[config.mk]
export PLATFORM = sky130hd
export DESIGN_NAME = bitbang_adc_dac_port_sequencer
export DESIGN_NICKNAME = d
export VERILOG_FILES = /design/src/design/bbadc_pkg.sv /design/src/design/bbadc_seq.sv /design/src/design/bitbang_adc_dac_port_sequencer.sv
export SDC_FILE = /design/constraint.sdc
export NUM_CORES = 1
export LEC_CHECK = 0
export ABC_AREA = 1
export BUFFER_PORTS_ARGS = -buffer_cell sky130_fd_sc_hd__buf_2
export CAP_MARGIN = 0
export CORE_MARGIN = 10
export CORE_UTILIZATION = 55
export DETAILED_ROUTE_END_ITERATION = 8
export PLACE_DENSITY_LB_ADDON = 0.05
export SLEW_MARGIN = 30
export SYNTH_ARGS = -nofsm -noshare
export SYNTH_HDL_FRONTEND = slang
export SYNTH_HIERARCHICAL = 1
export SYNTH_SLANG_ARGS = --single-unit
[constraint.sdc]
create_clock -name clk -period 4.2 [get_ports clk]
set_input_delay 0.42 -clock clk [delete_from_list [all_inputs] [get_ports clk]]
set_output_delay 0.42 -clock clk [all_outputs]
set_load 0.005 [all_outputs]
[src/design/bbadc_pkg.sv]
`timescale 1ns / 1ps
`default_nettype none
// ----------------------------------------------------------------------------
// bbadc_pkg
// Shared types, codes and port byte constants of the serial converter port
// sequencer.
// ----------------------------------------------------------------------------
package bbadc_pkg;

  localparam int SAMPLE_BITS_DEF = 12;
  localparam logic [15:0] POLL_LIMIT_RST = 16'd10000;

  // Item opcodes.
  localparam logic [1:0] OP_CONT = 2'd0;
  localparam logic [1:0] OP_DAC  = 2'd1;
  localparam logic [1:0] OP_ADC  = 2'd2;

  // Port byte patterns.
  localparam logic [7:0] BYTE_DAC_BASE = 8'h22;
  localparam logic [7:0] BYTE_DAC_CLK  = 8'h23;
  localparam logic [7:0] BYTE_DAC_END  = 8'h32;
  localparam logic [7:0] BYTE_ADC_LOW  = 8'hFC;
  localparam logic [7:0] BYTE_ADC_HIGH = 8'hFD;
  localparam logic [7:0] BYTE_ADC_END  = 8'hFE;
  localparam logic [7:0] BYTE_DATA_BIT = 8'h80;

  // Fixed bit positions of the result word; the sample and the timeout
  // flag follow above them.
  localparam int OUT_BYTE_LSB = 0;
  localparam int OUT_DRIVE    = 8;
  localparam int OUT_BUSY     = 9;
  localparam int OUT_DONE     = 10;
  localparam int OUT_ADC_LSB  = 11;

  typedef enum logic [3:0] {
    PH_IDLE       = 4'd0,
    PH_DAC_LOW    = 4'd1,
    PH_DAC_HIGH   = 4'd2,
    PH_DAC_END    = 4'd3,
    PH_ADC_POLL   = 4'd4,
    PH_ADC_FC     = 4'd5,
    PH_ADC_CLK    = 4'd6,
    PH_ADC_SAMPLE = 4'd7,
    PH_ADC_END    = 4'd8
  } phase_t;

  // Per-tick flags handed from the sequencer to the result register.
  typedef struct packed {
    logic [7:0] port_byte;
    logic       port_drive;
    logic       busy;
    logic       done;
    logic       timed_out;
  } seq_res_t;

endpackage
`default_nettype wire

[src/design/bbadc_seq.sv]
`timescale 1ns / 1ps
`default_nettype none
// ----------------------------------------------------------------------------
// bbadc_seq
// Phase sequencer: advances one port tick for each step and reports the byte
// driven, the status flags and the sample of that tick.
// ----------------------------------------------------------------------------
module bbadc_seq
  import bbadc_pkg::*;
#(
  parameter int SAMPLE_BITS = SAMPLE_BITS_DEF
) (
  input  wire logic                   clk,
  input  wire logic                   rst,
  input  wire logic                   step,
  input  wire logic [1:0]             opcode,
  input  wire logic [15:0]            dac_value,
  input  wire logic                   status_line,
  input  wire logic [15:0]            poll_limit,
  output seq_res_t                    res,
  output logic      [SAMPLE_BITS-1:0] adc_result
);

  localparam int CNT_W = $clog2(SAMPLE_BITS + 1);
  localparam logic [15:0] FULL_SCALE = 16'((1 << SAMPLE_BITS) - 1);

  phase_t                 phase, phase_next;
  logic [SAMPLE_BITS-1:0] shift_word, shift_word_next;
  logic [CNT_W-1:0]       bit_count, bit_count_next;
  logic [15:0]            poll_count, poll_count_next;
  logic [7:0]             port_latch;

  logic [CNT_W-1:0]       bit_count_inc;
  logic                   last_bit;
  logic [15:0]            poll_inc;
  logic                   poll_expired;
  logic [7:0]             data_bit;
  logic [7:0]             tick_byte;
  logic                   tick_drive;
  logic                   tick_done;
  logic                   tick_tmo;

  assign bit_count_inc = bit_count + 1'b1;
  assign last_bit      = bit_count_inc >= CNT_W'(SAMPLE_BITS);
  assign poll_inc      = poll_count + 16'd1;
  assign poll_expired  = (poll_inc >= poll_limit) || (poll_inc == 16'd0);
  assign data_bit      = shift_word[SAMPLE_BITS-1] ? BYTE_DATA_BIT : 8'h00;

  // Next phase.
  always_comb begin
    phase_next = phase;
    unique case (phase)
      PH_IDLE: begin
        if (opcode == OP_DAC) begin
          phase_next = PH_DAC_LOW;
        end else if (opcode == OP_ADC) begin
          phase_next = PH_ADC_POLL;
        end
      end
      PH_DAC_LOW:    phase_next = PH_DAC_HIGH;
      PH_DAC_HIGH:   phase_next = last_bit ? PH_DAC_END : PH_DAC_LOW;
      PH_DAC_END:    phase_next = PH_IDLE;
      PH_ADC_POLL: begin
        if (!status_line) begin
          phase_next = PH_ADC_FC;
        end else if (poll_expired) begin
          phase_next = PH_IDLE;
        end
      end
      PH_ADC_FC:     phase_next = PH_ADC_CLK;
      PH_ADC_CLK:    phase_next = PH_ADC_SAMPLE;
      PH_ADC_SAMPLE: phase_next = last_bit ? PH_ADC_END : PH_ADC_CLK;
      PH_ADC_END:    phase_next = PH_IDLE;
      default:       phase_next = PH_IDLE;
    endcase
  end

  // Port byte, flags and datapath updates of this tick.
  always_comb begin
    tick_byte       = 8'h00;
    tick_drive      = 1'b0;
    tick_done       = 1'b0;
    tick_tmo        = 1'b0;
    adc_result      = '0;
    shift_word_next = shift_word;
    bit_count_next  = bit_count;
    poll_count_next = poll_count;
    unique case (phase)
      PH_IDLE: begin
        if (opcode == OP_DAC) begin
          shift_word_next = (dac_value > FULL_SCALE) ? FULL_SCALE[SAMPLE_BITS-1:0]
                                                     : dac_value[SAMPLE_BITS-1:0];
          bit_count_next  = '0;
          tick_byte       = BYTE_DAC_BASE;
          tick_drive      = 1'b1;
        end else if (opcode == OP_ADC) begin
          shift_word_next = '0;
          bit_count_next  = '0;
          poll_count_next = 16'd0;
          tick_byte       = BYTE_ADC_LOW;
          tick_drive      = 1'b1;
        end
      end
      PH_DAC_LOW: begin
        tick_byte  = data_bit | BYTE_DAC_BASE;
        tick_drive = 1'b1;
      end
      PH_DAC_HIGH: begin
        tick_byte       = data_bit | BYTE_DAC_CLK;
        tick_drive      = 1'b1;
        shift_word_next = shift_word << 1;
        bit_count_next  = bit_count_inc;
      end
      PH_DAC_END: begin
        tick_byte  = BYTE_DAC_END;
        tick_drive = 1'b1;
        tick_done  = 1'b1;
      end
      PH_ADC_POLL: begin
        if (!status_line) begin
          tick_byte  = BYTE_ADC_HIGH;
          tick_drive = 1'b1;
        end else begin
          poll_count_next = poll_inc;
          tick_done       = poll_expired;
          tick_tmo        = poll_expired;
        end
      end
      PH_ADC_FC: begin
        tick_byte  = BYTE_ADC_LOW;
        tick_drive = 1'b1;
      end
      PH_ADC_CLK: begin
        tick_byte  = BYTE_ADC_HIGH;
        tick_drive = 1'b1;
      end
      PH_ADC_SAMPLE: begin
        // The converter drives its data inverted on the status line.
        tick_byte       = BYTE_ADC_LOW;
        tick_drive      = 1'b1;
        shift_word_next = {shift_word[SAMPLE_BITS-2:0], ~status_line};
        bit_count_next  = bit_count_inc;
      end
      PH_ADC_END: begin
        tick_byte  = BYTE_ADC_END;
        tick_drive = 1'b1;
        tick_done  = 1'b1;
        adc_result = shift_word;
      end
      default: begin
      end
    endcase
  end

  always_comb begin
    res.port_byte  = tick_drive ? tick_byte : port_latch;
    res.port_drive = tick_drive;
    res.busy       = (phase_next != PH_IDLE);
    res.done       = tick_done;
    res.timed_out  = tick_tmo;
  end

  always_ff @(posedge clk) begin
    if (rst) begin
      phase      <= PH_IDLE;
      shift_word <= '0;
      bit_count  <= '0;
      poll_count <= 16'd0;
      port_latch <= 8'h00;
    end else if (step) begin
      phase      <= phase_next;
      shift_word <= shift_word_next;
      bit_count  <= bit_count_next;
      poll_count <= poll_count_next;
      if (tick_drive) begin
        port_latch <= tick_byte;
      end
    end
  end

endmodule
`default_nettype wire

[src/design/bitbang_adc_dac_port_sequencer.sv]
`timescale 1ns / 1ps
`default_nettype none
// ----------------------------------------------------------------------------
// bitbang_adc_dac_port_sequencer
// Port sequencer for a bit-banged serial DAC and ADC, one port tick per item.
// ----------------------------------------------------------------------------
// Each item on the slave stream is one tick of the converter port. tuser
// carries the opcode (continue, start a DAC write, start an ADC read) and
// tdata carries the DAC value and the status line sampled after the previous
// tick's byte. For every accepted item exactly one result item leaves on the
// master stream, in order: the port byte for this tick, whether it is newly
// driven, the busy and done flags, the converted sample on the done tick of a
// read, and the timeout flag.
// A DAC write takes 2 * SAMPLE_BITS + 2 ticks; an ADC read takes one tick,
// the polling ticks, then 2 * SAMPLE_BITS + 3 ticks, or ends early when the
// poll limit runs out. Starts while a sequence runs are ignored.
// The result of an item is registered and appears in the cycle after the item
// is accepted. Unless the receiver stalls, the block takes one item per cycle,
// set by the single phase register that each tick updates. The result register
// parts the two sides: while a result waits for a stalled receiver, no new item
// is accepted; one is taken in the same cycle as the waiting result is taken.
// The poll limit is written through the cfg channel, which is always ready.
// Reset returns the sequencer to idle, clears the port latch, empties the
// output register, and sets the poll limit to 10000.
// ----------------------------------------------------------------------------
module bitbang_adc_dac_port_sequencer
  import bbadc_pkg::*;
#(
  parameter int SAMPLE_BITS = SAMPLE_BITS_DEF,
  localparam int OUT_BITS = OUT_ADC_LSB + SAMPLE_BITS + 1,
  localparam int OUT_W    = ((OUT_BITS + 7) / 8) * 8
) (
  input  wire logic             clk,
  input  wire logic             rst,
  // Input stream.
  input  wire logic             s_tvalid,
  output logic                  s_tready,
  input  wire logic [23:0]      s_tdata,   // dac_value[15:0], status_line[16], zero pad
  input  wire logic [1:0]       s_tuser,   // opcode[1:0]
  // Result stream.
  output logic                  m_tvalid,
  input  wire logic             m_tready,
  output logic [OUT_W-1:0]      m_tdata,   // port_byte[7:0], port_drive, busy_res,
                                           // done_res, adc_result, timed_out, zero pad
  // Poll limit register write.
  input  wire logic             cfg_valid,
  output logic                  cfg_ready,
  input  wire logic [15:0]      cfg_data
);

  logic [15:0]            poll_limit;
  logic                   step;
  seq_res_t               res;
  logic [SAMPLE_BITS-1:0] adc_result;
  logic [OUT_W-1:0]       result_word;

  assign cfg_ready = 1'b1;
  assign s_tready  = !m_tvalid || m_tready;
  assign step      = s_tvalid && s_tready;

  always_ff @(posedge clk) begin
    if (rst) begin
      poll_limit <= POLL_LIMIT_RST;
    end else if (cfg_valid && cfg_ready) begin
      poll_limit <= cfg_data;
    end
  end

  bbadc_seq #(
    .SAMPLE_BITS (SAMPLE_BITS)
  ) u_seq (
    .clk         (clk),
    .rst         (rst),
    .step        (step),
    .opcode      (s_tuser),
    .dac_value   (s_tdata[15:0]),
    .status_line (s_tdata[16]),
    .poll_limit  (poll_limit),
    .res         (res),
    .adc_result  (adc_result)
  );

  // Pack the result fields from the lowest bit up.
  always_comb begin
    result_word                              = '0;
    result_word[OUT_BYTE_LSB +: 8]           = res.port_byte;
    result_word[OUT_DRIVE]                   = res.port_drive;
    result_word[OUT_BUSY]                    = res.busy;
    result_word[OUT_DONE]                    = res.done;
    result_word[OUT_ADC_LSB +: SAMPLE_BITS]  = adc_result;
    result_word[OUT_ADC_LSB + SAMPLE_BITS]   = res.timed_out;
  end

  // Result register: loaded on each accepted item, held while stalled.
  always_ff @(posedge clk) begin
    if (rst) begin
      m_tvalid <= 1'b0;
    end else if (step) begin
      m_tvalid <= 1'b1;
    end else if (m_tready) begin
      m_tvalid <= 1'b0;
    end
  end

  always_ff @(posedge clk) begin
    if (step) begin
      m_tdata <= result_word;
    end
  end

endmodule
`default_nettype wire

==> metrics.txt <==
# TYPE chip_impl_metric gauge
chip_impl_info{name="synthFlopType",value="sky130_fd_sc_hd__dfxtp_1"} 1
chip_impl_metric{name="final_util",unit="%"} 63.16
chip_impl_metric{name="pin_count",unit=""} 74
chip_impl_info{name="start_kind",value="flip-flop"} 1
chip_impl_metric{name="via_count",unit=""} 4015
chip_impl_metric{name="avgRoutedWirePerCell",unit="um"} 14.13
chip_impl_metric{name="slew_viol_final",unit=""} 0
chip_impl_metric{name="post_route_cells_drive_above_1_share",unit="%"} 18.26
chip_impl_metric{name="share_of_synthesized_area_occupied_by_flip_flops_and_latches",unit="%"} 41.86
chip_impl_metric{name="synth.distinct_cells",unit=""} 41
chip_impl_metric{name="diodes",unit=""} 0
chip_impl_metric{name="core",unit="sq um"} 8217
chip_impl_metric{name="maxClockFrequency",unit="MHz"} 351.0
chip_impl_info{name="run_status",value="finished clean"} 1
chip_impl_metric{name="cts.reportedPaths.clkPinSlew",unit="ps"} 90
chip_impl_metric{name="1st_iter_drt_viols",unit=""} 174
chip_impl_metric{name="share_of_the_synthesized_area_in_compound_gates_ao_oa_aoi_oai",unit="%"} 16.88
chip_impl_metric{name="chipWidth",unit="um"} 111.8
chip_impl_metric{name="fin_tns_setup",unit="ps"} 0
chip_impl_metric{name="synth_fa_ha_area_share",unit="%"} 5.933
chip_impl_metric{name="numClockSinks",unit=""} 85
chip_impl_metric{name="antenna_left",unit=""} 0
chip_impl_metric{name="final_critical_path_setup_slack",unit="ps"} 1351
chip_impl_metric{name="place.port_buffers",unit=""} 65
chip_impl_metric{name="async_reset_ff_share",unit="%"} 0
chip_impl_metric{name="htree_num_levels",unit=""} 3
chip_impl_metric{name="gr-total-overflow",unit=""} 0
chip_impl_metric{name="dpl.hpwl",unit="um"} 7737
chip_impl_metric{name="grt_start_max_net_pins",unit=""} 36
chip_impl_metric{name="fillCellCount",unit=""} 802
chip_impl_info{name="worst-setup-path-type",value="reg2reg"} 1
chip_impl_metric{name="report.final.setup_viol",unit=""} 0
chip_impl_metric{name="max_cap_viol_count",unit=""} 0
chip_impl_metric{name="leakagePower",unit="nW"} 2.424
chip_impl_info{name="worst_hold_path_type",value="in2reg"} 1
chip_impl_metric{name="clock_skew",unit="ps"} 11.76
chip_impl_metric{name="routed_via_density",unit=""} 5.269
chip_impl_metric{name="maxSlewHeadroom",unit="%"} 53.67
chip_impl_metric{name="synth_fp_nets",unit=""} 666
chip_impl_metric{name="floorplan.die.height",unit="um"} 111.8
chip_impl_metric{name="pwr_per_cell_area",unit="nW/um^2"} 352.3
chip_impl_info{name="synth_top_family_by_area",value="simple AND/OR/NAND/NOR gates"} 1
chip_impl_metric{name="design.final.nets",unit=""} 721
chip_impl_metric{name="count_of_standard_cell_rows",unit=""} 33
chip_impl_info{name="crit_path_end_kind",value="flip-flop"} 1
chip_impl_metric{name="drt_wl_total",unit="um"} 10770
chip_impl_metric{name="pre_cts_ws",unit="ps"} 1397
chip_impl_metric{name="synth.ff_latch_count",unit=""} 85
chip_impl_metric{name="area_growth_syn_to_layout",unit="%"} 11.87
chip_impl_metric{name="grt_first_pass_wirelength",unit="um"} 18140
chip_impl_metric{name="postSynthAreaPerCell",unit="sq um"} 7.771
chip_impl_metric{name="number_of_buffers_inserted_by_hold_repair_at_cts",unit=""} 0
chip_impl_metric{name="hold_viol",unit=""} 0
chip_impl_metric{name="cp_data_required_time",unit="ps"} 4290
chip_impl_metric{name="first_global_vias",unit=""} 3908
chip_impl_metric{name="clock_latency",unit="ps"} 360
chip_impl_metric{name="hold_slack",unit="ps"} 268.3
chip_impl_metric{name="period_minus_slack",unit="ps"} 2849
chip_impl_metric{name="critical_path_peak_fanout",unit=""} 7
chip_impl_metric{name="tritoncts.num_buffers",unit=""} 9
chip_impl_info{name="rsz0062_at_grt",value="no"} 1
chip_impl_metric{name="timing_worst_slew_pin_value",unit="ps"} 694.1
chip_impl_metric{name="post_synth_simple_gate_area",unit="%"} 23.30
chip_impl_metric{name="cts-resized-gates",unit=""} 0
chip_impl_info{name="clockRootBuffer",value="sky130_fd_sc_hd__clkbuf_8"} 1
chip_impl_metric{name="post_synth_xor_area_fraction",unit="%"} 0.3776
chip_impl_metric{name="dr.pass1.iters",unit=""} 5
chip_impl_metric{name="fp.dieArea",unit="sq um"} 12510
chip_impl_metric{name="clock_tree.buffer_depth",unit=""} 2
chip_impl_metric{name="post_cts_setup_buffer_count",unit=""} 0
chip_impl_metric{name="synth_enable_flop_cells",unit=""} 24
chip_impl_metric{name="gp_routability_congestion",unit=""} 0.8700
chip_impl_metric{name="r2r_setup_slack",unit="ps"} 1350
chip_impl_metric{name="detail_route.drc_violations",unit=""} 0
chip_impl_metric{name="synthMuxAreaShare",unit="%"} 0
chip_impl_info{name="tritoncts",value="yes"} 1
chip_impl_metric{name="peakVddDrop",unit="uV"} 194.9
chip_impl_metric{name="syn_area",unit="sq um"} 4639
chip_impl_metric{name="antenna_found_initial",unit=""} 0
chip_impl_metric{name="power",unit="mW"} 1.829
chip_impl_metric{name="postSynthCellCount",unit=""} 597
chip_impl_metric{name="worst-endpoint-arrival",unit="ps"} 2940
chip_impl_metric{name="floorplan.initialDensity",unit="%"} 56.46
chip_impl_metric{name="global_route.usage.total",unit="%"} 16.97
chip_impl_metric{name="finalCritPeriodShare",unit="%"} 67.84
chip_impl_metric{name="synth-warning-count",unit=""} 6
==> logic make-up after synthesis <==
| logic type | count (synthesis) |
|---|---|
| adders and majority gates | 22 |
| xor gates and xnor gates | 2 |
| AOI/OAI and AO/OA | 116 |
| and+or+nand+nor | 244 |
| DFF | 85 |
| other | 1 |
| buffers and inverters | 127 |
==> placed cells by master (no fill, tap or decap), types with 2 or more instances in the layout <==
| cell type | n |
|---|---|
| sky130_fd_sc_hd__a211oi_1 | 2 |
| sky130_fd_sc_hd__a21oi_1 | 41 |
| sky130_fd_sc_hd__a221oi_2 | 11 |
| sky130_fd_sc_hd__a22oi_1 | 8 |
| sky130_fd_sc_hd__and2_1 | 2 |
| sky130_fd_sc_hd__buf_2 | 65 |
| sky130_fd_sc_hd__buf_4 | 3 |
| sky130_fd_sc_hd__bufinv_16 | 2 |
| sky130_fd_sc_hd__clkbuf_8 | 9 |
| sky130_fd_sc_hd__clkinvlp_4 | 2 |
| sky130_fd_sc_hd__dfxtp_1 | 61 |
| sky130_fd_sc_hd__edfxtp_1 | 24 |
| sky130_fd_sc_hd__ha_1 | 22 |
| sky130_fd_sc_hd__inv_1 | 95 |
| sky130_fd_sc_hd__inv_2 | 7 |
| sky130_fd_sc_hd__nand2_1 | 106 |
| sky130_fd_sc_hd__nand2_2 | 3 |
| sky130_fd_sc_hd__nand3_1 | 35 |
| sky130_fd_sc_hd__nand4_1 | 7 |
| sky130_fd_sc_hd__nor2_1 | 72 |
| sky130_fd_sc_hd__nor2_2 | 7 |
| sky130_fd_sc_hd__nor2_4 | 2 |
| sky130_fd_sc_hd__nor3_1 | 4 |
| sky130_fd_sc_hd__o211ai_1 | 13 |
| sky130_fd_sc_hd__o21ai_0 | 26 |
| sky130_fd_sc_hd__o21ai_1 | 6 |
| sky130_fd_sc_hd__o21bai_1 | 2 |
| sky130_fd_sc_hd__xnor2_1 | 2 |
==> per-stage QoR <==
step	instances	instance area [sq um]
2_1_floorplan	597	4639
3_3_place_gp	746	4975
3_5_place_dp	746	4975
4_1_cts	762	5190
5_1_grt	762	5190
6_report	762	5190
==> area by class of cell <==
| type | instances | area, sq um | area share (%) |
|---|---|---|---|
| clock buffers | 10 | 127.6 | 2.459 |
| clock inverters | 6 | 87.58 | 1.688 |
| inverters | 103 | 389.1 | 7.498 |
| multi-input cells | 385 | 2165 | 41.71 |
| flip-flops and latches | 85 | 1942 | 37.42 |
| well taps | 105 | 131.4 | 2.531 |
| repair buffers | 68 | 347.8 | 6.702 |
==> power breakdown <==
part	total (mW)	switching, mW	internal (mW)
Combinational	0.269	0.173	0.0962
Clock	0.636	0.301	0.335
Sequential	0.923	0.0233	0.900
Total	1.83	0.497	1.33
==> path summary, 6_finish.rpt <==
kind,depth (start not counted),start,to
min reg2reg,2,poll_limit[4],poll_limit[4]
max,17,u_seq/poll_count[0],m_tdata[10]
max reg2reg,17,u_seq/poll_count[0],m_tdata[10]
min,3,cfg_data[13],poll_limit[13]
==> registers in the layout (all words and copies together) (netlist names) <==
signal            flops
poll_limit           16
m_tvalid              1
u_seq/bit_count       4
u_seq/phase           4
u_seq/poll_count     16
u_seq/shift_word     12
m_tdata              24
u_seq/port_latch      8
==> synthesized netlist by cell type, drive strengths merged (2+ instances only) <==
cell | instances | area (sq um)
buf | 14 | 110.1
o21bai | 2 | 15.01
a21oi | 43 | 226.5
nor2 | 82 | 356.6
nor3 | 6 | 46.30
o21ai | 32 | 160.2
nand3 | 36 | 192.7
nand4 | 7 | 43.79
nand2 | 109 | 416.7
o211ai | 14 | 110.1
a221oi | 11 | 165.2
xnor2 | 2 | 17.52
inv | 103 | 389.1
a211oi | 2 | 15.01
clkbuf | 10 | 37.54
edfxtp | 24 | 720.7
and2 | 2 | 12.51
a22oi | 8 | 60.06
ha | 22 | 275.3
dfxtp | 61 | 1221
==> worst max-delay path, stage by stage (launching register included) <==
cell and delay, ps:
sky130_fd_sc_hd__dfxtp_1 470, sky130_fd_sc_hd__ha_1 240, sky130_fd_sc_hd__nand3_1 120, sky130_fd_sc_hd__nor2_2 260, sky130_fd_sc_hd__nand4_1 130, sky130_fd_sc_hd__nand2_1 110
sky130_fd_sc_hd__inv_1 70, sky130_fd_sc_hd__ha_1 280, sky130_fd_sc_hd__nand2_1 60, sky130_fd_sc_hd__inv_1 50, sky130_fd_sc_hd__a31oi_1 120, sky130_fd_sc_hd__o21ai_0 130
sky130_fd_sc_hd__nor2_1 110, sky130_fd_sc_hd__nand2_1 60, sky130_fd_sc_hd__nor2_1 90, sky130_fd_sc_hd__nand2_1 90, sky130_fd_sc_hd__nand3_1 120, sky130_fd_sc_hd__nand3_1 80
==> layer usage <==
layer,GRT usage [%],part of all wire [%],vias up
met5,0,0,-
met4,4.284,0.70,0
met3,4.616,6.0,8
met2,25.33,43,112
met1,23.55,50,1835
li1,-,-,2060
Note: power is estimated with default switching activity, not from simulation.
